--- config.mk ---
export PLATFORM = sky130hd
export DESIGN_NAME = range_scan_segmenter_top
export DESIGN_NICKNAME = d
export VERILOG_FILES = /design/src/rtl/core/rss_pkg.sv /design/src/rtl/core/rss_queue.sv /design/src/rtl/core/rss_front.sv /design/src/rtl/core/rss_back.sv /design/src/rtl/core/range_scan_segmenter_top.sv
export SDC_FILE = /design/constraint.sdc
export NUM_CORES = 1
export LEC_CHECK = 0
export BUFFER_PORTS_ARGS = -buffer_cell sky130_fd_sc_hd__buf_2
export CORE_MARGIN = 2
export CORE_UTILIZATION = 45
export CTS_CLUSTER_DIAMETER = 50
export DETAILED_ROUTE_END_ITERATION = 10
export SLEW_MARGIN = 10
export SYNTH_ARGS = -nofsm -noshare
export SYNTH_HDL_FRONTEND = slang
export SYNTH_SLANG_ARGS = --single-unit
--- constraint.sdc ---
create_clock -name clk -period 11.6 [get_ports clk]
set_clock_uncertainty 0.2 [all_clocks]
set_input_delay 1.16 -clock clk [delete_from_list [all_inputs] [get_ports clk]]
set_output_delay 1.16 -clock clk [all_outputs]
set_load 0.1 [all_outputs]
--- src/rtl/core/rss_pkg.sv ---
// rss_pkg: shared widths, reset values, register codes and record types of the
// range scan segmenter; no dependencies
`default_nettype none

package rss_pkg;

    localparam int MAX_SAMPLES_DEF = 4096;
    localparam int MID_DEPTH_DEF   = 4;
    localparam int OUT_DEPTH_DEF   = 4;

    localparam int RANGE_W   = 16;
    localparam int SCAN_W    = 16;
    localparam int ID_W      = 13;
    localparam int ANGLE_W   = 28;
    localparam int STEP_W    = 16;
    localparam int IDX_W     = 16;
    localparam int CFG_IDX_W = 2;
    localparam int CFG_W     = 16;

    localparam logic [RANGE_W-1:0] RANGE_LIMIT_RST = 16'd8000;
    localparam logic [RANGE_W-1:0] GAP_THRESH_RST  = 16'd1000;
    localparam logic [STEP_W-1:0]  ANGLE_STEP_RST  = 16'd18350;
    localparam logic [SCAN_W-1:0]  SCAN_CNT_RST    = 16'd1;
    localparam logic [ID_W-1:0]    ID_MAX          = '1;

    typedef enum logic [CFG_IDX_W-1:0] {
        CFG_RANGE_LIMIT   = 2'd0,
        CFG_GAP_THRESHOLD = 2'd1,
        CFG_ANGLE_STEP    = 2'd2
    } cfg_index_t;

    typedef struct packed {
        logic [RANGE_W-1:0] range_limit;
        logic [RANGE_W-1:0] gap_threshold;
    } front_cfg_t;

    // one result before the angle multiply
    typedef struct packed {
        logic [SCAN_W-1:0]  scan_number;
        logic [ID_W-1:0]    object_id;
        logic               object_valid;
        logic [IDX_W-1:0]   nearest_index;
        logic [RANGE_W-1:0] min_distance;
        logic               last_of_scan;
    } res_t;

    // one request from front to back: one or two results
    typedef struct packed {
        logic two;
        res_t first;
        res_t second;
    } seg_cmd_t;

    typedef struct packed {
        logic [SCAN_W-1:0]  scan_number;
        logic [ID_W-1:0]    object_id;
        logic               object_valid;
        logic [ANGLE_W-1:0] angle;
        logic [RANGE_W-1:0] min_distance;
        logic               last_of_scan;
    } out_t;

endpackage

`default_nettype wire

--- src/rtl/core/rss_queue.sv ---
// rss_queue: small register fifo with combinational read of the oldest entry
// depends on nothing
`default_nettype none

module rss_queue #(
    parameter int W     = 8,
    parameter int DEPTH = 4
) (
    input  wire logic                       clk,
    input  wire logic                       rst_n,
    input  wire logic                       push,
    input  wire logic [W-1:0]               push_data,
    output logic                            full,
    input  wire logic                       pop,
    output logic [W-1:0]                    pop_data,
    output logic                            empty,
    output logic [$clog2(DEPTH+1)-1:0]      level
);

    localparam int PW = (DEPTH > 1) ? $clog2(DEPTH) : 1;
    localparam int LW = $clog2(DEPTH+1);
    localparam logic [PW-1:0] PTR_LAST = PW'(DEPTH-1);
    localparam logic [LW-1:0] LVL_FULL = LW'(DEPTH);

    logic [W-1:0]  mem_reg [DEPTH];
    logic [PW-1:0] wr_ptr_reg, wr_ptr_next;
    logic [PW-1:0] rd_ptr_reg, rd_ptr_next;
    logic [LW-1:0] level_reg, level_next;
    logic          do_push, do_pop;

    assign full     = (level_reg == LVL_FULL);
    assign empty    = (level_reg == '0);
    assign level    = level_reg;
    assign pop_data = mem_reg[rd_ptr_reg];
    assign do_push  = push && !full;
    assign do_pop   = pop && !empty;

    always_comb
    begin
        wr_ptr_next = wr_ptr_reg;
        rd_ptr_next = rd_ptr_reg;
        level_next  = level_reg;
        if (do_push)
        begin
            wr_ptr_next = (wr_ptr_reg == PTR_LAST) ? '0 : wr_ptr_reg + 1'b1;
        end
        if (do_pop)
        begin
            rd_ptr_next = (rd_ptr_reg == PTR_LAST) ? '0 : rd_ptr_reg + 1'b1;
        end
        if (do_push && !do_pop)
        begin
            level_next = level_reg + 1'b1;
        end
        else if (do_pop && !do_push)
        begin
            level_next = level_reg - 1'b1;
        end
    end

    always_ff @(posedge clk or negedge rst_n)
    begin
        if (!rst_n)
        begin
            wr_ptr_reg <= '0;
            rd_ptr_reg <= '0;
            level_reg  <= '0;
        end
        else
        begin
            wr_ptr_reg <= wr_ptr_next;
            rd_ptr_reg <= rd_ptr_next;
            level_reg  <= level_next;
        end
    end

    always_ff @(posedge clk)
    begin
        if (do_push)
        begin
            mem_reg[wr_ptr_reg] <= push_data;
        end
    end

endmodule

`default_nettype wire

--- src/rtl/core/rss_front.sv ---
// rss_front: takes range samples, tracks the open object and issues result
// requests; depends on rss_pkg
`default_nettype none

module rss_front
    import rss_pkg::*;
#(
    parameter int MAX_SAMPLES = MAX_SAMPLES_DEF
) (
    input  wire logic               clk,
    input  wire logic               rst_n,
    input  wire logic               push,
    input  wire logic [RANGE_W-1:0] range_mm,
    input  wire logic               end_of_scan,
    input  wire front_cfg_t         cfg,
    input  wire logic               cmd_full,
    output logic                    cmd_push,
    output seg_cmd_t                cmd_data
);

    localparam int SW = $clog2(MAX_SAMPLES);
    localparam logic [SW-1:0] IDX_LAST = SW'(MAX_SAMPLES - 1);

    function automatic logic [ID_W-1:0] sat_inc(input logic [ID_W-1:0] v);
        sat_inc = (v == ID_MAX) ? v : v + 1'b1;
    endfunction

    logic [RANGE_W-1:0] prev_range_reg, prev_range_next;
    logic               prev_in_reg, prev_in_next;
    logic [SW-1:0]      sample_idx_reg, sample_idx_next;
    logic               open_reg, open_next;
    logic [RANGE_W-1:0] near_range_reg, near_range_next;
    logic [SW-1:0]      near_idx_reg, near_idx_next;
    logic [ID_W-1:0]    obj_cnt_reg, obj_cnt_next;
    logic [SCAN_W-1:0]  scan_cnt_reg, scan_cnt_next;

    logic               accept, in_range, join_obj, close_obj;
    logic [RANGE_W-1:0] diff;
    logic [ID_W-1:0]    cnt_after_close, eos_id;
    res_t               close_res, eos_res;

    assign accept = push && !cmd_full;

    always_comb
    begin
        in_range  = (range_mm != '0) && (range_mm < cfg.range_limit);
        diff      = (range_mm >= prev_range_reg) ? range_mm - prev_range_reg
                                                 : prev_range_reg - range_mm;
        join_obj  = open_reg && prev_in_reg && (diff < cfg.gap_threshold);
        close_obj = in_range && !join_obj && open_reg;

        open_next       = open_reg;
        near_range_next = near_range_reg;
        near_idx_next   = near_idx_reg;
        if (in_range)
        begin
            if (join_obj)
            begin
                if (range_mm < near_range_reg)
                begin
                    near_range_next = range_mm;
                    near_idx_next   = sample_idx_reg;
                end
            end
            else
            begin
                open_next       = 1'b1;
                near_range_next = range_mm;
                near_idx_next   = sample_idx_reg;
            end
        end

        cnt_after_close = close_obj ? sat_inc(obj_cnt_reg) : obj_cnt_reg;
        eos_id          = open_next ? sat_inc(cnt_after_close) : '0;

        close_res.scan_number   = scan_cnt_reg + 1'b1;
        close_res.object_id     = cnt_after_close;
        close_res.object_valid  = 1'b1;
        close_res.nearest_index = IDX_W'(near_idx_reg);
        close_res.min_distance  = near_range_reg;
        close_res.last_of_scan  = 1'b0;

        // empty scan marker carries zero fields
        eos_res.scan_number   = scan_cnt_reg + 1'b1;
        eos_res.object_id     = eos_id;
        eos_res.object_valid  = open_next;
        eos_res.nearest_index = open_next ? IDX_W'(near_idx_next) : '0;
        eos_res.min_distance  = open_next ? near_range_next : '0;
        eos_res.last_of_scan  = 1'b1;

        cmd_push       = accept && (close_obj || end_of_scan);
        cmd_data.two   = close_obj && end_of_scan;
        cmd_data.first = close_obj ? close_res : eos_res;
        cmd_data.second = eos_res;

        prev_range_next = range_mm;
        prev_in_next    = in_range;
        sample_idx_next = (sample_idx_reg == IDX_LAST) ? sample_idx_reg
                                                       : sample_idx_reg + 1'b1;
        obj_cnt_next    = eos_id;
        scan_cnt_next   = scan_cnt_reg;
        if (!end_of_scan)
        begin
            obj_cnt_next = cnt_after_close;
        end
        else
        begin
            prev_range_next = '0;
            prev_in_next    = 1'b0;
            sample_idx_next = '0;
            open_next       = 1'b0;
            near_range_next = '0;
            near_idx_next   = '0;
            obj_cnt_next    = '0;
            scan_cnt_next   = scan_cnt_reg + 1'b1;
        end
    end

    always_ff @(posedge clk or negedge rst_n)
    begin
        if (!rst_n)
        begin
            prev_range_reg <= '0;
            prev_in_reg    <= 1'b0;
            sample_idx_reg <= '0;
            open_reg       <= 1'b0;
            near_range_reg <= '0;
            near_idx_reg   <= '0;
            obj_cnt_reg    <= '0;
            scan_cnt_reg   <= SCAN_CNT_RST;
        end
        else if (accept)
        begin
            prev_range_reg <= prev_range_next;
            prev_in_reg    <= prev_in_next;
            sample_idx_reg <= sample_idx_next;
            open_reg       <= open_next;
            near_range_reg <= near_range_next;
            near_idx_reg   <= near_idx_next;
            obj_cnt_reg    <= obj_cnt_next;
            scan_cnt_reg   <= scan_cnt_next;
        end
    end

endmodule

`default_nettype wire

--- src/rtl/core/rss_back.sv ---
// rss_back: splits requests into single results, forms the angle and queues
// results for the output; depends on rss_pkg and rss_queue
`default_nettype none

module rss_back
    import rss_pkg::*;
#(
    parameter int OUT_DEPTH = OUT_DEPTH_DEF
) (
    input  wire logic              clk,
    input  wire logic              rst_n,
    input  wire seg_cmd_t          cmd_data,
    input  wire logic              cmd_empty,
    output logic                   cmd_pop,
    input  wire logic [STEP_W-1:0] angle_step,
    input  wire logic              pop,
    output logic                   empty,
    output out_t                   out_data
);

    localparam int LW = $clog2(OUT_DEPTH+1);
    localparam int PW = IDX_W + STEP_W;

    logic          sel_reg, sel_next;
    logic          s1_valid_reg;
    res_t          s1_reg;
    res_t          cur;
    logic          issue;
    logic [LW-1:0] out_level;
    logic [LW:0]   in_flight;
    logic [PW-1:0] product;
    out_t          out_entry;
    logic          out_full;

    always_comb
    begin
        // reserve a slot for what sits in the multiply stage
        in_flight = {1'b0, out_level} + (LW+1)'(s1_valid_reg);
        issue     = !cmd_empty && !out_full && (in_flight < (LW+1)'(OUT_DEPTH));
        cur       = sel_reg ? cmd_data.second : cmd_data.first;
        cmd_pop   = issue && (sel_reg || !cmd_data.two);
        sel_next  = sel_reg;
        if (issue)
        begin
            sel_next = !sel_reg && cmd_data.two;
        end
    end

    always_ff @(posedge clk or negedge rst_n)
    begin
        if (!rst_n)
        begin
            sel_reg      <= 1'b0;
            s1_valid_reg <= 1'b0;
        end
        else
        begin
            sel_reg      <= sel_next;
            s1_valid_reg <= issue;
        end
    end

    always_ff @(posedge clk)
    begin
        if (issue)
        begin
            s1_reg <= cur;
        end
    end

    always_comb
    begin
        product                = PW'(s1_reg.nearest_index) * PW'(angle_step);
        out_entry.scan_number  = s1_reg.scan_number;
        out_entry.object_id    = s1_reg.object_id;
        out_entry.object_valid = s1_reg.object_valid;
        out_entry.angle        = product[ANGLE_W-1:0];
        out_entry.min_distance = s1_reg.min_distance;
        out_entry.last_of_scan = s1_reg.last_of_scan;
    end

    rss_queue #(
        .W     ($bits(out_t)),
        .DEPTH (OUT_DEPTH)
    ) u_out_q (
        .clk       (clk),
        .rst_n     (rst_n),
        .push      (s1_valid_reg),
        .push_data (out_entry),
        .full      (out_full),
        .pop       (pop),
        .pop_data  (out_data),
        .empty     (empty),
        .level     (out_level)
    );

endmodule

`default_nettype wire

--- src/rtl/core/range_scan_segmenter_top.sv ---
// range_scan_segmenter_top: laser scan segmentation by jump distance
// path: results of a sample pass the request queue, the multiply stage register
// and the output queue; a second result of the same sample follows the first
// throughput: one sample per cycle unless the request queue is full; results
// leave at one per cycle when popped, set by the output queue's single write port
// reset: asynchronous, clears all queues and scan state, loads register defaults
`default_nettype none

module range_scan_segmenter_top
    import rss_pkg::*;
#(
    parameter int MAX_SAMPLES = MAX_SAMPLES_DEF,
    parameter int MID_DEPTH   = MID_DEPTH_DEF,
    parameter int OUT_DEPTH   = OUT_DEPTH_DEF
) (
    input  wire logic                 clk,
    input  wire logic                 rst_n,
    // sample input, queue style
    input  wire logic                 push,
    output logic                      full,
    input  wire logic [RANGE_W-1:0]   range_mm,
    input  wire logic                 end_of_scan,
    // result output, queue style
    output logic                      empty,
    input  wire logic                 pop,
    output logic [SCAN_W-1:0]         scan_number,
    output logic [ID_W-1:0]           object_id,
    output logic                      object_valid,
    output logic [ANGLE_W-1:0]        angle,
    output logic [RANGE_W-1:0]        min_distance,
    output logic                      last_of_scan,
    // register writes
    input  wire logic                 cfg_write,
    input  wire logic [CFG_IDX_W-1:0] cfg_index,
    input  wire logic [CFG_W-1:0]     cfg_data
);

    // configuration registers
    logic [RANGE_W-1:0] range_limit_reg;
    logic [RANGE_W-1:0] gap_thresh_reg;
    logic [STEP_W-1:0]  angle_step_reg;

    always_ff @(posedge clk or negedge rst_n)
    begin
        if (!rst_n)
        begin
            range_limit_reg <= RANGE_LIMIT_RST;
            gap_thresh_reg  <= GAP_THRESH_RST;
            angle_step_reg  <= ANGLE_STEP_RST;
        end
        else if (cfg_write)
        begin
            unique case (cfg_index)
                CFG_RANGE_LIMIT:   range_limit_reg <= cfg_data;
                CFG_GAP_THRESHOLD: gap_thresh_reg  <= cfg_data;
                CFG_ANGLE_STEP:    angle_step_reg  <= cfg_data;
                default: ;  // writes beyond the register list are dropped
            endcase
        end
    end

    front_cfg_t front_cfg;
    assign front_cfg.range_limit   = range_limit_reg;
    assign front_cfg.gap_threshold = gap_thresh_reg;

    // front: classify each sample against the open object
    logic     cmd_push, cmd_full, cmd_pop, cmd_empty;
    seg_cmd_t cmd_in, cmd_out;

    rss_front #(
        .MAX_SAMPLES (MAX_SAMPLES)
    ) u_front (
        .clk         (clk),
        .rst_n       (rst_n),
        .push        (push),
        .range_mm    (range_mm),
        .end_of_scan (end_of_scan),
        .cfg         (front_cfg),
        .cmd_full    (cmd_full),
        .cmd_push    (cmd_push),
        .cmd_data    (cmd_in)
    );

    // input is held off only when the request queue is full
    assign full = cmd_full;

    // request queue decouples the sample stream from result delivery
    rss_queue #(
        .W     ($bits(seg_cmd_t)),
        .DEPTH (MID_DEPTH)
    ) u_cmd_q (
        .clk       (clk),
        .rst_n     (rst_n),
        .push      (cmd_push),
        .push_data (cmd_in),
        .full      (cmd_full),
        .pop       (cmd_pop),
        .pop_data  (cmd_out),
        .empty     (cmd_empty),
        .level     ()
    );

    // back: one result per cycle unless the output queue is full, angle multiply, output queue
    out_t res;

    rss_back #(
        .OUT_DEPTH (OUT_DEPTH)
    ) u_back (
        .clk        (clk),
        .rst_n      (rst_n),
        .cmd_data   (cmd_out),
        .cmd_empty  (cmd_empty),
        .cmd_pop    (cmd_pop),
        .angle_step (angle_step_reg),
        .pop        (pop),
        .empty      (empty),
        .out_data   (res)
    );

    assign scan_number  = res.scan_number;
    assign object_id    = res.object_id;
    assign object_valid = res.object_valid;
    assign angle        = res.angle;
    assign min_distance = res.min_distance;
    assign last_of_scan = res.last_of_scan;

endmodule

`default_nettype wire

# Word level (Yosys, flattened, before mapping)
# Memory sizes are Yosys's and may differ from the RTL's.
# Cells that the tools add are included.
# word_totals
ff_bits	214
ramBits	788
inputBits	40
out_inout_bits	77
elab_cells	141
n_memories	2
# classes
n_addsub	15
n_mul	1
n_lt_le_gt_ge	5
n_eq_ne	12
mux	37
reduce_logical	44
# memory_table
name	depth	word_bits	read_ports	rd_ports_with_merged_regs	write_ports	line	rtl
u_cmd_q.mem_reg	4	122	1	0	1	rss_queue.sv:25	logic [W-1:0] mem_reg [DEPTH];
u_back.u_out_q.mem_reg	4	75	1	0	1	rss_queue.sv:25	
# op_table
operator	count
2-to-1 mux 16 bit	7
2-to-1 mux 12 bit	7
2-to-1 mux 13 bit	5
2-to-1 mux 63 bit	1
< comparator 16 bit	3
2-to-1 mux 47 bit	1
subtractor 16 bit	2
multiplier 16 x 16 -> 28 bit	1
adder 13 x 1 -> 13 bit (second input constant)	2
equality test 13 bit (second input constant)	2
logical AND 1 bit	20
adder 16 x 1 -> 16 bit (second input constant)	1
>= comparator 16 bit	1
nonzero test 16 bit	1
adder 12 x 1 -> 12 bit (second input constant)	1
equality test 12 bit (second input constant)	1
2-to-1 mux 3 bit	4
zero test 1 bit	11
equality test 2 bit (second input constant)	5
AND reduction 2 bit	5
adder 2 x 1 -> 2 bit (second input constant)	4
2-to-1 mux 1 bit	8
2-to-1 mux 2 bit	4
adder 3 x 1 -> 3 bit (second input constant)	2
other kinds (10)	15

# Longest topological paths before layout
# logic_depth
ltp_word	14
depth_mapped	34
ltp_nobuf	31

# Modules after synthesis
# A second synthesis with hierarchy kept.
# hier_totals
cells_unflattened	3370
hier_area_um2	51313.0
# modules_own_cells
mod	n_inst	cells_per_inst	area_per_inst_um2	seq_area_each_um2
rss_queue at u_cmd_q	1	700	18775.5	15429.8
rss_queue at u_back.u_out_q	1	429	11288.3	9183.8
rss_back	1	1068	10724.0	1941.9
rss_front	1	1071	8683.3	2178.3
range_scan_segmenter_top	1	102	1841.8	1227.4

# Worst setup path before layout
# No wires, ideal clock.
# synth_timing
path_type	input-to-reg
start	input range_mm[3]
end	memory u_cmd_q.mem_reg[0][0] (netlist name) (enable)
setup_time_ps	576
arrival_time_ps	10193
required_ps	10824
setup_slack_ps	631
path_stages	23
n_path_buf	3
cell_sequence	inv_1 > ha_1 > clkbuf_1 > nand4_1 > o311ai_0 > or3_1 > nand3_1 > nand2_1 > clkbuf_1 > mux2i_1 > o21ai_0 > a311o_1 > a21bo_2 > a211oi_1 > ha_1 > nand4_1 > nor3_1 > a311o_1 > o21ai_1 > nor2_2 > clkbuf_1 > o21ai_0 > nor2b_1
# synth_between
elab_chain_len	12
elab_cells_between_ends	17
classes_between	add/sub (2); order compare (3); mux (3); reduce/logical (9)
# synth_lines
element	line	rtl
start: declaration	range_scan_segmenter_top.sv:21	input wire logic [RANGE_W-1:0] range_mm,
subtractor 16 bit, or another cell as far along	rss_front.sv:48	: prev_range_reg - range_mm;
2-to-1 mux 16 bit	rss_front.sv:47	diff = (range_mm >= prev_range_reg) ? range_mm - prev_range_reg
< comparator 16 bit	rss_front.sv:49	join_obj = open_reg && prev_in_reg && (diff < cfg.gap_threshold);
logical AND 1 bit	rss_front.sv:49	
zero test 1 bit	rss_front.sv:50	close_obj = in_range && !join_obj && open_reg;
logical AND 1 bit (*) (2 in series)	rss_front.sv:50	
logical OR 1 bit (*)	rss_front.sv:91	cmd_push = accept && (close_obj || end_of_scan);
logical AND 1 bit (*)	rss_front.sv:91	
logical AND 1 bit (*)	rss_queue.sv:35	assign do_push = push && !full;
2-to-1 mux 1 bit (*)	rss_queue.sv:79	if (do_push)
2-to-1 mux 1 bit (implied by the code) (*)	rss_queue.sv:81	mem_reg[wr_ptr_reg] <= push_data;
end: declaration	rss_queue.sv:25	
# Every way passes the cells marked *; elsewhere a longest branch is shown, timed or not.

==> impl_results.md <==
- Status: finished, final reports clean
- Number of synthesized register bits: 918
- Largest family of logic cells by synthesized area: adder cells
- TritonCTS clock tree: done
- Core ar.: around 100000 µm²
- Xor/xnor cell area share of the yosys netlist: 1.90%
- Tcrit/Tclk final: between 80% and 90%
- Worst hold path class: reg -> reg
- Max cap viols: 0
- Max Slew Vio Count: 0
- Endpoint class of the critical path: flop
- Fillers: 8427
- Final Hold Fails: 0
- Die area: 104000 µm²
- Pin slew with the least headroom to its limit: around 1.1 ns
- Clock latency at the later pin of the worst-skew pair: around 0.70 ns
- Iteration-0 DRC Markers: ~1900
- P&R area growth vs syn: 12.6%
- Postcts setup bufs: 0
- Routed WL: between 100000 and 150000 µm
- Hold path cells: 1
- Layout cell share with drive strength beyond 1: 17.6%
- Worst-case reg-to-reg path depth: 29
- Syn Nets: 3614
- Most common cell on crit path: ha_1
- Post_cts resized: 0
- Global-route wire length before repair: 167000 µm
- Mux contribution to synthesized area: 10.1%
- Routed length per instance: 22.5 µm
- TritonCTS buffer count: about 100
- Compound-cell area share of the yosys netlist: ~5.7%
- Vias/cell: approximately 5.6
- Critical path type: in -> reg
- Antenna Nets Post-Route: 0
- Hold Path Origin: u_cmd_q.level[2]
- Via count: 26700
- Detailed-placement wirelength estimate: around 70000 µm
- Seq/Total Area, Yosys: roughly 59%
- Synth unique cells: 82
- 1st-pass router iterations: 5
- Grt ovf: 0
- Worst EP arrival: 9.88 ns
- Slew HR: 23.9%
- Number of H-tree levels: 3
- Slowest CP cell: a2111oi_1
- Post-Syn Area: roughly 46000 µm²
- Root buffer cell: clkbuf_16
- DRC errors left: 0
- Clk sinks: 918
- Unrepaired setup endpoints after global routing: false
- FF-to-FF Start: u_front.prev_range_reg[9]
- Crit path buf inv count: 5
- Total GRT Usage: 21.1%
- Synth warnings: 0
- Reg2reg end: u_cmd_q.mem_reg[2][103]
- Async SR Flop Fraction: 16.4%
- Minimum clock period: a little under 10 ns
- Most frequent cells in the layout: edfxtp_1, nand2_1, inv_1
- Fmax: 0.104 GHz
- Initial Utilization: a little under half
- CP Data Required Time: roughly 12 ns
- Final core utilization: 51.3%
- Critical-path maximum fanout: 14
- Crit-path max cell delay: 0.72 ns
- I/O Pins: 117
- Syn Area/Cell: 14.1 µm²
- Reg2Reg Setup Slack: 2.52 ns
- Final #Nets: 3717
- Antenna violations before repair: 6
- Die width: between 300 and 400 µm
- Hold buffers post-CTS: 0
- Placer Congestion: roughly 0.84
- CP top delay family: compound AO/OA/AOI/OAI gates
- Pin count of the biggest net entering global routing: 83
- Commonest non-fill, non-tap cell in the layout: edfxtp_1
- Post-synth top flop: edfxtp_1
- Hold slack: 0.289 ns
- I/O Buffers: 116
- Setup violators final: 0
- Worst Setup Start Kind: input pin
- Vias in the first global route: 28000
- Hold endpoint: u_cmd_q.level[2]
- Synth Area in Simple Gates: 8.34%
- Largest register FFs: ~400
- Total Neg Setup Slack: 0 ns
- Mapped Cells: 3240
- Adder-cell share of the synthesized area: 11.5%
- Row count: 116
- Die height: 323 µm
- Antenna Cells: 0
- Clock slew at reported path FFs: 0.06 ns
- EDFF count, synth: roughly 770
- CTS max path bufs: 3
[per-layer routing]
layer  GRT usage (%)  vias up  share of wire, %
li1                -    12000                 -
met1            29.4    13700                44
met2            34.5      777                48
met3            3.05      168               5.4
met4            6.43        2               2.4
met5               0        -            0.0065
[cells in the mapped netlist (46+ instances only)]
| cell type | count | area share, % |
|---|---|---|
| clkbuf_1 | 115 | 0.94 |
| ha_1 | 192 | 5.3 |
| dfrtp_1 | 129 | 7.1 |
| nand2_1 | 415 | 3.4 |
| xnor2_1 | 57 | 1.1 |
| mux2_2 | 46 | 1.1 |
| mux4_2 | 177 | 8.7 |
| inv_1 | 292 | 2.4 |
| nor2_1 | 82 | 0.67 |
| a21oi_1 | 107 | 1.2 |
| o21ai_0 | 66 | 0.72 |
| and2_1 | 113 | 1.5 |
| edfxtp_1 | 767 | 50 |
| nand3_1 | 49 | 0.54 |
| fa_1 | 142 | 6.2 |
[worst register-to-register path, delay by kind of cell, from the launching register on]
kind            cells  cell delay, ns
compound gates     11            4.18
simple gates       11            2.43
fa+ha+maj           3            0.99
flops               1            0.41
buf+inv             3            0.38
mux                 1            0.31
[per-stage QoR]
stage | instances | area (µm²) | setup slack [ns]
after global routing | 4792 | 51500 | 1.38
after detailed placement | 4594 | 47800 | 1.37
after global placement | 4594 | 47800 | 1.49
final | 4792 | 51500 | 2.00
after CTS | 4792 | 51500 | 2.10
after floorplan | 3240 | 45700 | 0.631
[worst max path at each step]
stage                startpoint                       to  slack (ns)  cells after the start
global placement    range_mm[9]  u_cmd_q.mem_reg[0][103]        1.49                     31
finish              range_mm[9]  u_cmd_q.mem_reg[2][103]        2.00                     31
CTS                 range_mm[9]  u_cmd_q.mem_reg[2][103]        2.10                     31
floorplan           range_mm[3]    u_cmd_q.mem_reg[0][0]        0.63                     23
global route        range_mm[9]  u_cmd_q.mem_reg[2][103]        1.38                     31
detailed placement  range_mm[9]  u_cmd_q.mem_reg[1][103]        1.37                     31
[cell families (layout without fill, tap and decap cells)]
| logic type | after synthesis | in the layout |
|---|---|---|
| AO/OA/AOI/OAI | 390 | 390 |
| multiplexers | 235 | 235 |
| adder cells (fa/ha/maj) | 334 | 334 |
| AND/OR/NAND/NOR | 813 | 813 |
| flip-flops | 918 | 918 |
| XOR/XNOR | 97 | 97 |
| buffers and inverters | 453 | 648 |
[layout make-up]
type | instances | area, µm² | share of cell area [%]
multi-input cells | 1869 | 17300 | 33.6
clock inverters | 75 | 912 | 1.77
repair buffers | 155 | 905 | 1.76
flip-flops and latches | 918 | 26900 | 52.2
well taps | 1357 | 1700 | 3.30
clock buffers | 123 | 2720 | 5.27
inverters | 295 | 1110 | 2.15
Power is not shown: default switching activity piles up to over one toggle a cycle in this logic, so the estimate is an artifact.
